==> config.mk <==
export PLATFORM = sky130hd
export DESIGN_NAME = rgb_to_hsl_fixed_core
export DESIGN_NICKNAME = d
export VERILOG_FILES = /design/src/rtl/rth_pkg.sv /design/src/rtl/rth_front.sv /design/src/rtl/rth_divider.sv /design/src/rtl/rth_back.sv /design/src/rtl/rgb_to_hsl_fixed_core.sv
export VERILOG_INCLUDE_DIRS = /design/src /design/src/rtl
export SDC_FILE = /design/constraint.sdc
export NUM_CORES = 2
export LEC_CHECK = 0
export ABC_AREA = 1
export BUFFER_PORTS_ARGS = -buffer_cell sky130_fd_sc_hd__buf_2
export CORE_MARGIN = 8
export CORE_UTILIZATION = 35
export CTS_BUF_LIST = sky130_fd_sc_hd__clkbuf_16
export DETAILED_ROUTE_END_ITERATION = 6
export PLACE_DENSITY_LB_ADDON = 0.1
export SYNTH_ARGS = -nofsm -noshare
export SYNTH_HDL_FRONTEND = slang
export SYNTH_HIERARCHICAL = 1
export SYNTH_SLANG_ARGS = --single-unit
==> constraint.sdc <==
create_clock -name aclk -period 13.2 [get_ports aclk]
set_clock_uncertainty 0.2 [all_clocks]
set_input_delay 1.98 -clock aclk [delete_from_list [all_inputs] [get_ports aclk]]
set_output_delay 1.98 -clock aclk [all_outputs]
set_load 0.02 [all_outputs]
==> src/rtl/rgb_to_hsl_fixed_core_defines.svh <==
// Assertion macros shared by the RGB to HSL converter RTL.
// Every macro samples on aclk and is disabled while aresetn is low.
`ifndef RGB_TO_HSL_FIXED_CORE_DEFINES_SVH
`define RGB_TO_HSL_FIXED_CORE_DEFINES_SVH

// Checks a condition at every clock edge.
`define RTH_ASSERT_NOW(lbl, expr, msg) \
    lbl: assert property (@(posedge aclk) disable iff (!aresetn) (expr)) else $error(msg);

// Checks that a trigger is followed by a condition in the next cycle.
`define RTH_ASSERT_NEXT(lbl, trig, cond, msg) \
    lbl: assert property (@(posedge aclk) disable iff (!aresetn) (trig) |=> (cond)) \
        else $error(msg);

`endif

==> src/rtl/rth_pkg.sv <==
// Package for the RGB to HSL converter: widths, scaling constants, hue sector
// codes and the side-information struct. No dependencies.
`default_nettype none

package rth_pkg;

    localparam int CHAN_W       = 8;
    localparam int SUM_W        = 9;
    localparam int NUM_W        = 22;
    localparam int QUOT_W       = 14;
    localparam int HUE_W        = 16;
    localparam int PCT_W        = 14;
    localparam int PROD_W       = 38;
    localparam int S_TDATA_W    = 24;
    localparam int M_TDATA_W    = 48;

    localparam int FRONT_STAGES = 4;
    localparam int DIV_STAGES   = QUOT_W;
    localparam int NUM_STAGES   = FRONT_STAGES + DIV_STAGES + 1;

    localparam logic [NUM_W-1:0]  SCALE_PCT   = NUM_W'(10000);
    localparam logic [NUM_W-1:0]  HUE_SECTOR  = NUM_W'(6000);
    localparam logic [SUM_W-1:0]  SUM_FULL    = SUM_W'(510);
    localparam logic [SUM_W-1:0]  CHAN_MAX    = SUM_W'(255);
    localparam logic [HUE_W-1:0]  HUE_GREEN   = HUE_W'(12000);
    localparam logic [HUE_W-1:0]  HUE_BLUE    = HUE_W'(24000);
    localparam logic [HUE_W-1:0]  HUE_TURN    = HUE_W'(36000);
    localparam logic [PCT_W-1:0]  PCT_FULL    = PCT_W'(10000);

    // floor(2^23 / 255); the estimate it gives is low by at most one.
    localparam logic [15:0]       LIGHT_RECIP = 16'd32896;
    localparam int                LIGHT_SHIFT = 23;

    localparam logic [1:0] SECT_RED   = 2'd0;
    localparam logic [1:0] SECT_GREEN = 2'd1;
    localparam logic [1:0] SECT_BLUE  = 2'd2;

    typedef struct packed {
        logic [PCT_W-1:0] light;
        logic [1:0]       sector;
        logic             neg;
        logic             grey;
    } rth_side_t;

endpackage

`default_nettype wire

==> src/rtl/rth_front.sv <==
// Front stages of the converter: max/min and sector select, dividend scaling,
// and lightness by reciprocal multiply. Depends on rth_pkg.
`default_nettype none

module rth_front
    import rth_pkg::*;
(
    input  wire logic                     aclk,
    input  wire logic [FRONT_STAGES-1:0]  adv,
    input  wire logic [CHAN_W-1:0]        red,
    input  wire logic [CHAN_W-1:0]        green,
    input  wire logic [CHAN_W-1:0]        blue,
    output logic      [NUM_W-1:0]         sat_num,
    output logic      [CHAN_W-1:0]        sat_den,
    output logic      [NUM_W-1:0]         hue_num,
    output logic      [CHAN_W-1:0]        hue_den,
    output rth_side_t                     side
);

    // Stage A: classification.
    logic [CHAN_W-1:0] mx, mn, pos_a, pos_b, mag;
    logic [1:0]        sector;
    logic              neg;
    logic [SUM_W-1:0]  sum;

    logic [SUM_W-1:0]  a_sum_reg;
    logic [CHAN_W-1:0] a_chroma_reg, a_span_reg, a_mag_reg;
    logic [1:0]        a_sector_reg;
    logic              a_neg_reg;

    always_comb begin
        if (red >= green && red >= blue) begin
            sector = SECT_RED;
            mx     = red;
            pos_a  = green;
            pos_b  = blue;
        end else if (green >= blue) begin
            sector = SECT_GREEN;
            mx     = green;
            pos_a  = blue;
            pos_b  = red;
        end else begin
            sector = SECT_BLUE;
            mx     = blue;
            pos_a  = red;
            pos_b  = green;
        end
        mn = red;
        if (green < mn) begin
            mn = green;
        end
        if (blue < mn) begin
            mn = blue;
        end
        if (pos_a >= pos_b) begin
            mag = pos_a - pos_b;
            neg = 1'b0;
        end else begin
            mag = pos_b - pos_a;
            neg = 1'b1;
        end
        sum = SUM_W'(mx) + SUM_W'(mn);
    end

    always_ff @(posedge aclk) begin
        if (adv[0]) begin
            a_sum_reg    <= sum;
            a_chroma_reg <= mx - mn;
            a_span_reg   <= (sum < CHAN_MAX) ? sum[CHAN_W-1:0]
                                             : CHAN_W'(SUM_FULL - sum);
            a_mag_reg    <= mag;
            a_sector_reg <= sector;
            a_neg_reg    <= neg;
        end
    end

    // Stage B: scaled dividends and half of the lightness numerator.
    logic [NUM_W:0]    light_x;
    logic [NUM_W-1:0]  b_sat_num_reg, b_hue_num_reg, b_y_reg;
    logic [CHAN_W-1:0] b_chroma_reg, b_span_reg;
    logic [1:0]        b_sector_reg;
    logic              b_neg_reg;

    assign light_x = (NUM_W+1)'(a_sum_reg) * (NUM_W+1)'(SCALE_PCT) + (NUM_W+1)'(CHAN_MAX);

    always_ff @(posedge aclk) begin
        if (adv[1]) begin
            b_sat_num_reg <= NUM_W'(a_chroma_reg) * SCALE_PCT
                             + NUM_W'(a_span_reg[CHAN_W-1:1]);
            b_hue_num_reg <= NUM_W'(a_mag_reg) * HUE_SECTOR;
            b_y_reg       <= light_x[NUM_W:1];
            b_chroma_reg  <= a_chroma_reg;
            b_span_reg    <= a_span_reg;
            b_sector_reg  <= a_sector_reg;
            b_neg_reg     <= a_neg_reg;
        end
    end

    // Stage C: reciprocal multiply for y / 255.
    logic [PROD_W-1:0] c_prod_reg;
    logic [NUM_W-1:0]  c_sat_num_reg, c_hue_num_reg, c_y_reg;
    logic [CHAN_W-1:0] c_chroma_reg, c_span_reg;
    logic [1:0]        c_sector_reg;
    logic              c_neg_reg;

    always_ff @(posedge aclk) begin
        if (adv[2]) begin
            c_prod_reg    <= PROD_W'(b_y_reg) * PROD_W'(LIGHT_RECIP);
            c_sat_num_reg <= b_sat_num_reg;
            c_hue_num_reg <= b_hue_num_reg;
            c_y_reg       <= b_y_reg;
            c_chroma_reg  <= b_chroma_reg;
            c_span_reg    <= b_span_reg;
            c_sector_reg  <= b_sector_reg;
            c_neg_reg     <= b_neg_reg;
        end
    end

    // Stage D: the estimate is exact or one low; one compare fixes it.
    logic [PCT_W-1:0] q_est, light;
    logic [NUM_W-1:0] q_times, rem;

    assign q_est   = c_prod_reg[LIGHT_SHIFT +: PCT_W];
    assign q_times = (NUM_W'(q_est) << CHAN_W) - NUM_W'(q_est);
    assign rem     = c_y_reg - q_times;
    assign light   = (rem >= NUM_W'(CHAN_MAX)) ? q_est + PCT_W'(1) : q_est;

    logic [NUM_W-1:0]  d_sat_num_reg, d_hue_num_reg;
    logic [CHAN_W-1:0] d_sat_den_reg, d_hue_den_reg;
    rth_side_t         d_side_reg;

    always_ff @(posedge aclk) begin
        if (adv[3]) begin
            d_sat_num_reg     <= c_sat_num_reg;
            d_hue_num_reg     <= c_hue_num_reg;
            d_sat_den_reg     <= c_span_reg;
            d_hue_den_reg     <= c_chroma_reg;
            d_side_reg.light  <= light;
            d_side_reg.sector <= c_sector_reg;
            d_side_reg.neg    <= c_neg_reg;
            d_side_reg.grey   <= (c_chroma_reg == '0);
        end
    end

    assign sat_num = d_sat_num_reg;
    assign sat_den = d_sat_den_reg;
    assign hue_num = d_hue_num_reg;
    assign hue_den = d_hue_den_reg;
    assign side    = d_side_reg;

endmodule

`default_nettype wire

==> src/rtl/rth_divider.sv <==
// Pipelined restoring divider, one quotient bit per register stage.
// The quotient must fit in QUOT_W bits. Depends on rth_pkg.
`default_nettype none

module rth_divider
    import rth_pkg::*;
(
    input  wire logic                   aclk,
    input  wire logic [DIV_STAGES-1:0]  adv,
    input  wire logic [NUM_W-1:0]       num,
    input  wire logic [CHAN_W-1:0]      den,
    output logic      [QUOT_W-1:0]      quot
);

    logic [NUM_W-1:0]  rem_reg   [DIV_STAGES];
    logic [CHAN_W-1:0] den_reg   [DIV_STAGES];
    logic [QUOT_W-1:0] quot_reg  [DIV_STAGES];

    logic [NUM_W-1:0]  rem_in    [DIV_STAGES];
    logic [CHAN_W-1:0] den_in    [DIV_STAGES];
    logic [QUOT_W-1:0] quot_in   [DIV_STAGES];
    logic [NUM_W-1:0]  trial     [DIV_STAGES];
    logic [NUM_W-1:0]  rem_next  [DIV_STAGES];
    logic [QUOT_W-1:0] quot_next [DIV_STAGES];

    // Stage k decides quotient bit QUOT_W-1-k.
    always_comb begin
        rem_in[0]  = num;
        den_in[0]  = den;
        quot_in[0] = '0;
        for (int k = 1; k < DIV_STAGES; k++) begin
            rem_in[k]  = rem_reg[k-1];
            den_in[k]  = den_reg[k-1];
            quot_in[k] = quot_reg[k-1];
        end
        for (int k = 0; k < DIV_STAGES; k++) begin
            trial[k]     = NUM_W'(den_in[k]) << (QUOT_W - 1 - k);
            quot_next[k] = quot_in[k];
            if (rem_in[k] >= trial[k]) begin
                rem_next[k]                   = rem_in[k] - trial[k];
                quot_next[k][QUOT_W - 1 - k]  = 1'b1;
            end else begin
                rem_next[k] = rem_in[k];
            end
        end
    end

    always_ff @(posedge aclk) begin
        for (int k = 0; k < DIV_STAGES; k++) begin
            if (adv[k]) begin
                rem_reg[k]  <= rem_next[k];
                den_reg[k]  <= den_in[k];
                quot_reg[k] <= quot_next[k];
            end
        end
    end

    assign quot = quot_reg[DIV_STAGES-1];

endmodule

`default_nettype wire

==> src/rtl/rth_back.sv <==
// Output stage: folds the hue quotient into its sector, clears hue and saturation
// of grey pixels and registers the result fields. Depends on rth_pkg.
`default_nettype none

module rth_back
    import rth_pkg::*;
(
    input  wire logic               aclk,
    input  wire logic               load,
    input  wire logic [QUOT_W-1:0]  sat_quot,
    input  wire logic [QUOT_W-1:0]  hue_quot,
    input  wire rth_side_t          side,
    output logic      [HUE_W-1:0]   hue,
    output logic      [PCT_W-1:0]   saturation,
    output logic      [PCT_W-1:0]   lightness
);

    logic [HUE_W-1:0] hq, hue_next;
    logic [HUE_W-1:0] hue_reg;
    logic [PCT_W-1:0] sat_reg, light_reg;

    assign hq = HUE_W'(hue_quot);

    always_comb begin
        case (side.sector)
            SECT_RED: begin
                if (side.neg && hq != '0) begin
                    hue_next = HUE_TURN - hq;
                end else begin
                    hue_next = side.neg ? '0 : hq;
                end
            end
            SECT_GREEN: hue_next = side.neg ? HUE_GREEN - hq : HUE_GREEN + hq;
            SECT_BLUE:  hue_next = side.neg ? HUE_BLUE - hq : HUE_BLUE + hq;
            default:    hue_next = '0;
        endcase
    end

    always_ff @(posedge aclk) begin
        if (load) begin
            hue_reg   <= side.grey ? '0 : hue_next;
            sat_reg   <= side.grey ? '0 : sat_quot;
            light_reg <= side.light;
        end
    end

    assign hue        = hue_reg;
    assign saturation = sat_reg;
    assign lightness  = light_reg;

endmodule

`default_nettype wire

==> src/rtl/rgb_to_hsl_fixed_core.sv <==
// Top level of the RGB to HSL converter: stream ports, per-stage valid and
// advance control, side-data pipe. Depends on rth_pkg, rth_front, rth_divider,
// rth_back and rgb_to_hsl_fixed_core_defines.svh.
//
//   Channel  Dir  Handshake           Payload
//   s_       in   s_tvalid/s_tready   red [7:0], green [15:8], blue [23:16]
//   m_       out  m_tvalid/m_tready   hue [15:0], saturation [29:16],
//                                     lightness [43:30], zero [47:44]
//
// The converter takes one item per cycle unless the pipeline is full and stalled.
// The pipeline has four front stages, fourteen divider stages (one
// quotient bit each, for both dividers side by side) and the output register.
// Reset clears only the valid bits; a stage holds its item while the stage after it
// is full and stalled, and an empty stage anywhere downstream lets the stages
// in front of it move up, so input is still taken while a result waits.
`default_nettype none
`include "rgb_to_hsl_fixed_core_defines.svh"

module rgb_to_hsl_fixed_core
    import rth_pkg::*;
(
    input  wire logic                  aclk,
    input  wire logic                  aresetn,
    input  wire logic                  s_tvalid,
    output logic                       s_tready,
    input  wire logic [S_TDATA_W-1:0]  s_tdata,   // red, green, blue
    output logic                       m_tvalid,
    input  wire logic                  m_tready,
    output logic      [M_TDATA_W-1:0]  m_tdata    // hue, saturation, lightness, pad
);

    // One valid bit per register stage. A stage moves unless it and every
    // stage after it are full, and always when the output is being taken.
    logic [NUM_STAGES-1:0] valid_reg;
    logic [NUM_STAGES-1:0] adv;

    genvar gi;
    generate
        for (gi = 0; gi < NUM_STAGES; gi++) begin : g_adv
            assign adv[gi] = m_tready || !(&valid_reg[NUM_STAGES-1:gi]);
        end
    endgenerate

    always_ff @(posedge aclk) begin
        if (!aresetn) begin
            valid_reg <= '0;
        end else begin
            if (adv[0]) begin
                valid_reg[0] <= s_tvalid;
            end
            for (int i = 1; i < NUM_STAGES; i++) begin
                if (adv[i]) begin
                    valid_reg[i] <= valid_reg[i-1];
                end
            end
        end
    end

    assign s_tready = adv[0];
    assign m_tvalid = valid_reg[NUM_STAGES-1];

    // Front: classification, scaling and lightness.
    logic [NUM_W-1:0]  sat_num, hue_num;
    logic [CHAN_W-1:0] sat_den, hue_den;
    rth_side_t         front_side;

    rth_front u_front (
        .aclk    (aclk),
        .adv     (adv[FRONT_STAGES-1:0]),
        .red     (s_tdata[CHAN_W-1:0]),
        .green   (s_tdata[2*CHAN_W-1:CHAN_W]),
        .blue    (s_tdata[3*CHAN_W-1:2*CHAN_W]),
        .sat_num (sat_num),
        .sat_den (sat_den),
        .hue_num (hue_num),
        .hue_den (hue_den),
        .side    (front_side)
    );

    // Saturation and hue magnitude are divided side by side.
    logic [QUOT_W-1:0] sat_quot, hue_quot;

    rth_divider u_sat_div (
        .aclk (aclk),
        .adv  (adv[FRONT_STAGES +: DIV_STAGES]),
        .num  (sat_num),
        .den  (sat_den),
        .quot (sat_quot)
    );

    rth_divider u_hue_div (
        .aclk (aclk),
        .adv  (adv[FRONT_STAGES +: DIV_STAGES]),
        .num  (hue_num),
        .den  (hue_den),
        .quot (hue_quot)
    );

    // The lightness, sector and sign ride along with the divider stages.
    rth_side_t side_reg [DIV_STAGES];

    always_ff @(posedge aclk) begin
        if (adv[FRONT_STAGES]) begin
            side_reg[0] <= front_side;
        end
        for (int k = 1; k < DIV_STAGES; k++) begin
            if (adv[FRONT_STAGES + k]) begin
                side_reg[k] <= side_reg[k-1];
            end
        end
    end

    logic [HUE_W-1:0] hue;
    logic [PCT_W-1:0] saturation, lightness;

    rth_back u_back (
        .aclk       (aclk),
        .load       (adv[NUM_STAGES-1]),
        .sat_quot   (sat_quot),
        .hue_quot   (hue_quot),
        .side       (side_reg[DIV_STAGES-1]),
        .hue        (hue),
        .saturation (saturation),
        .lightness  (lightness)
    );

    assign m_tdata = {(M_TDATA_W - HUE_W - 2*PCT_W)'(0), lightness, saturation, hue};

    // A colored pixel always has nonzero saturation, so zero saturation
    // means a grey pixel, whose hue must be zero.
    `RTH_ASSERT_NOW(a_hue_range, !m_tvalid || hue < HUE_TURN, "hue out of range")
    `RTH_ASSERT_NOW(a_sat_range, !m_tvalid || saturation <= PCT_FULL, "saturation out of range")
    `RTH_ASSERT_NOW(a_light_range, !m_tvalid || lightness <= PCT_FULL, "lightness out of range")
    `RTH_ASSERT_NOW(a_grey_hue, !m_tvalid || saturation != '0 || hue == '0, "grey result has a hue")
    `RTH_ASSERT_NEXT(a_accept_valid, s_tvalid && s_tready, valid_reg[0], "accepted item lost")

endmodule

`default_nettype wire

==> impl_metrics.toml <==
[sta]
fmax_mhz = 151
worst_slew_pin_slew_ns = 1.06
slew_headroom = 0.293
finalHoldViolations = 0
fin_crit_sh = 0.502
drv_slew = 0
min_period_ns = 6.63
setup_tns_ns = 0
rsz0062_at_grt = "false"
setup_viol = 0

[flow_run]
drv_cap = 0

[layout]
fillers = 23300
drive_gt1_frac = 0.0794
num-nets-final = 9227
area_growth_pct = 11.8

[floorplan]
dieArea_sq_um = 256000
core_area_sq_um = 238000
fp.dieH_microns = 506
start_util = 0.352
ios = 78
row_count = 179
dieWidth_microns = 506

[global_route]
grt_overflow = 0
grt_usage = 0.145
antenna_found_initial = 3
grt_pass1_wl_microns = 303000
first_global_vias = 56500
grt_max_degree = 74

[drt]
routedWlPerCell_microns = 15.9
vias = 55100
postRouteAntennaNets = 0
first_iter_violations = 2689
drc = 0
vias_per_cell = 4.62
firstDrtPassIters = 5
drt-total-wl_microns = 189000

[run_status]
status = "finished clean"

[synth]
syn_area_per_cell_sq_um = 9.99
ys_async_sr_fraction = 0
yosys_warnings = 6
ys_top_cells_by_area = "edfxtp_1, nand2_1, ha_1"
synth_edf_count = 1546
yosysTopAreaCellShare = 0.553
yosysMostFrequentCell = "nand2_1"
ys_ff_latch = 1565
synth_cells = 8396
yosysTopAreaCell = "edfxtp_1"
synth_area_sq_um = 83900
yosys_most_used_dff = "edfxtp_1"
synth_cell_type_count = 68
yosysSeqAreaShare = 0.558
netlist_top_cells_count = "nand2_1, edfxtp_1, inv_1"

[setup_path]
path_class = "in2reg"
r2r_cells = 17
worst_setup_path_end_kind = "flop"
cp_data_required_time_ns = 13.54
worstPathArrival_ns = 6.97
critPathLaunchType = "input port"
path_max_fanout = 16

[worst_hold_path]
hp-class = "reg2reg"
hold_depth = 0

[place]
gp_congestion = 0.865
port_buffers = 73
dp_hpwl_microns = 147000

[clocking]
post_cts_buffers = 0
cts_resized = 0
cts_max_level = 4
cts_buffers = 178
clk_pin_slew_worst_paths_ns = 0.06
ctsHoldBuffers = 0
clk_latency_ns = 0.81
clock-sinks = 1565
cts_tree = "yes"
root_buffer = "clkbuf_16"
clk_path_buf_depth = 3
-- worst max-delay path: stages --
cell,delay [ns]
buf_2,0.18
inv_1,0.08
ha_1,0.31
a21oi_1,0.15
o21ai_1,0.08
nand2_1,0.10
nand2_2,0.19
o21ai_0,0.34
inv_1,0.11
ha_1,0.30
nand2_1,0.07
inv_1,0.04
nand2_1,0.05
nand2_1,0.05
nand2_1,0.37
nand2_1,0.42
nand2_1,0.15
nand2_1,0.10
ha_1,0.22
fa_1,0.42
xor2_1,0.37
inv_1,0.11
nor2_1,0.18
nand3_1,0.16
nor2_1,0.17
nand2_2,0.11
nand2_4,0.11
o21ai_1,0.06
-- metal layers --
metal | up-vias | routed length [microns] | track usage
li1 | 28300 | - | -
met3 | 312 | 5330 | 0.0207
met5 | - | 0 | 0
met4 | 0 | 5710 | 0.0460
met2 | 710 | 93700 | 0.262
met1 | 25700 | 84100 | 0.179
-- path summary, 6_finish.rpt --
kind	startpoint	end	slack (ns)
worst max-delay path	s_tdata[1]	u_front/a_span_reg[3]	6.57
worst min-delay path	u_hue_div/quot_reg[1][31]	u_hue_div/quot_reg[1][45]	0.18
worst max register to register	u_front/a_sum_reg[6]	u_front/b_y_reg[19]	8.34
worst min register to register	u_hue_div/quot_reg[1][31]	u_hue_div/quot_reg[1][45]	0.18
-- cell families (layout without fill, tap and decap cells) --
family          count (synthesis)  in the layout  synth area share
xor+xnor                      252            252            0.0265
flops                        1565           1565             0.558
other cells                     2             10         0.0000895
compound gates                693            693            0.0487
fa+ha+maj                     606            606            0.0986
buf+inv                      1446           1781            0.0695
mux                             2              2          0.000239
simple gates                 3830           3830             0.198
-- layout make-up --
type,count,area [sq um],area share
Clock inverter,146,1510,0.0161
Clock buffer,179,4480,0.0477
Inverter,1356,5110,0.0545
Tap cell,3167,3960,0.0422
Timing Repair Buffer,100,568,0.00606
Sequential cell,1565,46800,0.499
Antenna cell,1,2.50,0.0000267
Multi-Input combinational cell,5392,31400,0.334
-- cell usage in the layout (no fill, tap or decap), types with 56 or more instances in the layout --
cell type | Yosys | routed
a21oi_1 | 286 | 286
buf_2 | 13 | 73
clkbuf_16 | 0 | 179
clkinv_1 | 10 | 56
edfxtp_1 | 1546 | 1546
fa_1 | 92 | 92
ha_1 | 514 | 514
inv_1 | 1312 | 1329
nand2_1 | 2142 | 2136
nand3_1 | 481 | 478
nand3b_1 | 67 | 67
nand4_1 | 159 | 159
nor2_1 | 666 | 666
nor3_1 | 96 | 96
o21ai_0 | 174 | 174
xnor2_1 | 76 | 76
xor2_1 | 174 | 174
-- stage by stage --
stage	hold slack, ns	util	cell area (sq um)	setup slack [ns]	std cells
final	0.177	0.394	93800	6.57	11900
after floorplan	0.200	-	83900	5.62	8403
after global placement	0.201	0.369	87800	5.79	11600
after global routing	0.191	0.394	93800	5.99	11900
after detailed placement	0.205	0.369	87800	5.74	11600
after CTS	0.178	0.394	93800	6.65	11900
Power is not shown: default switching activity piles up to over one toggle a cycle in this logic, so the estimate is an artifact.
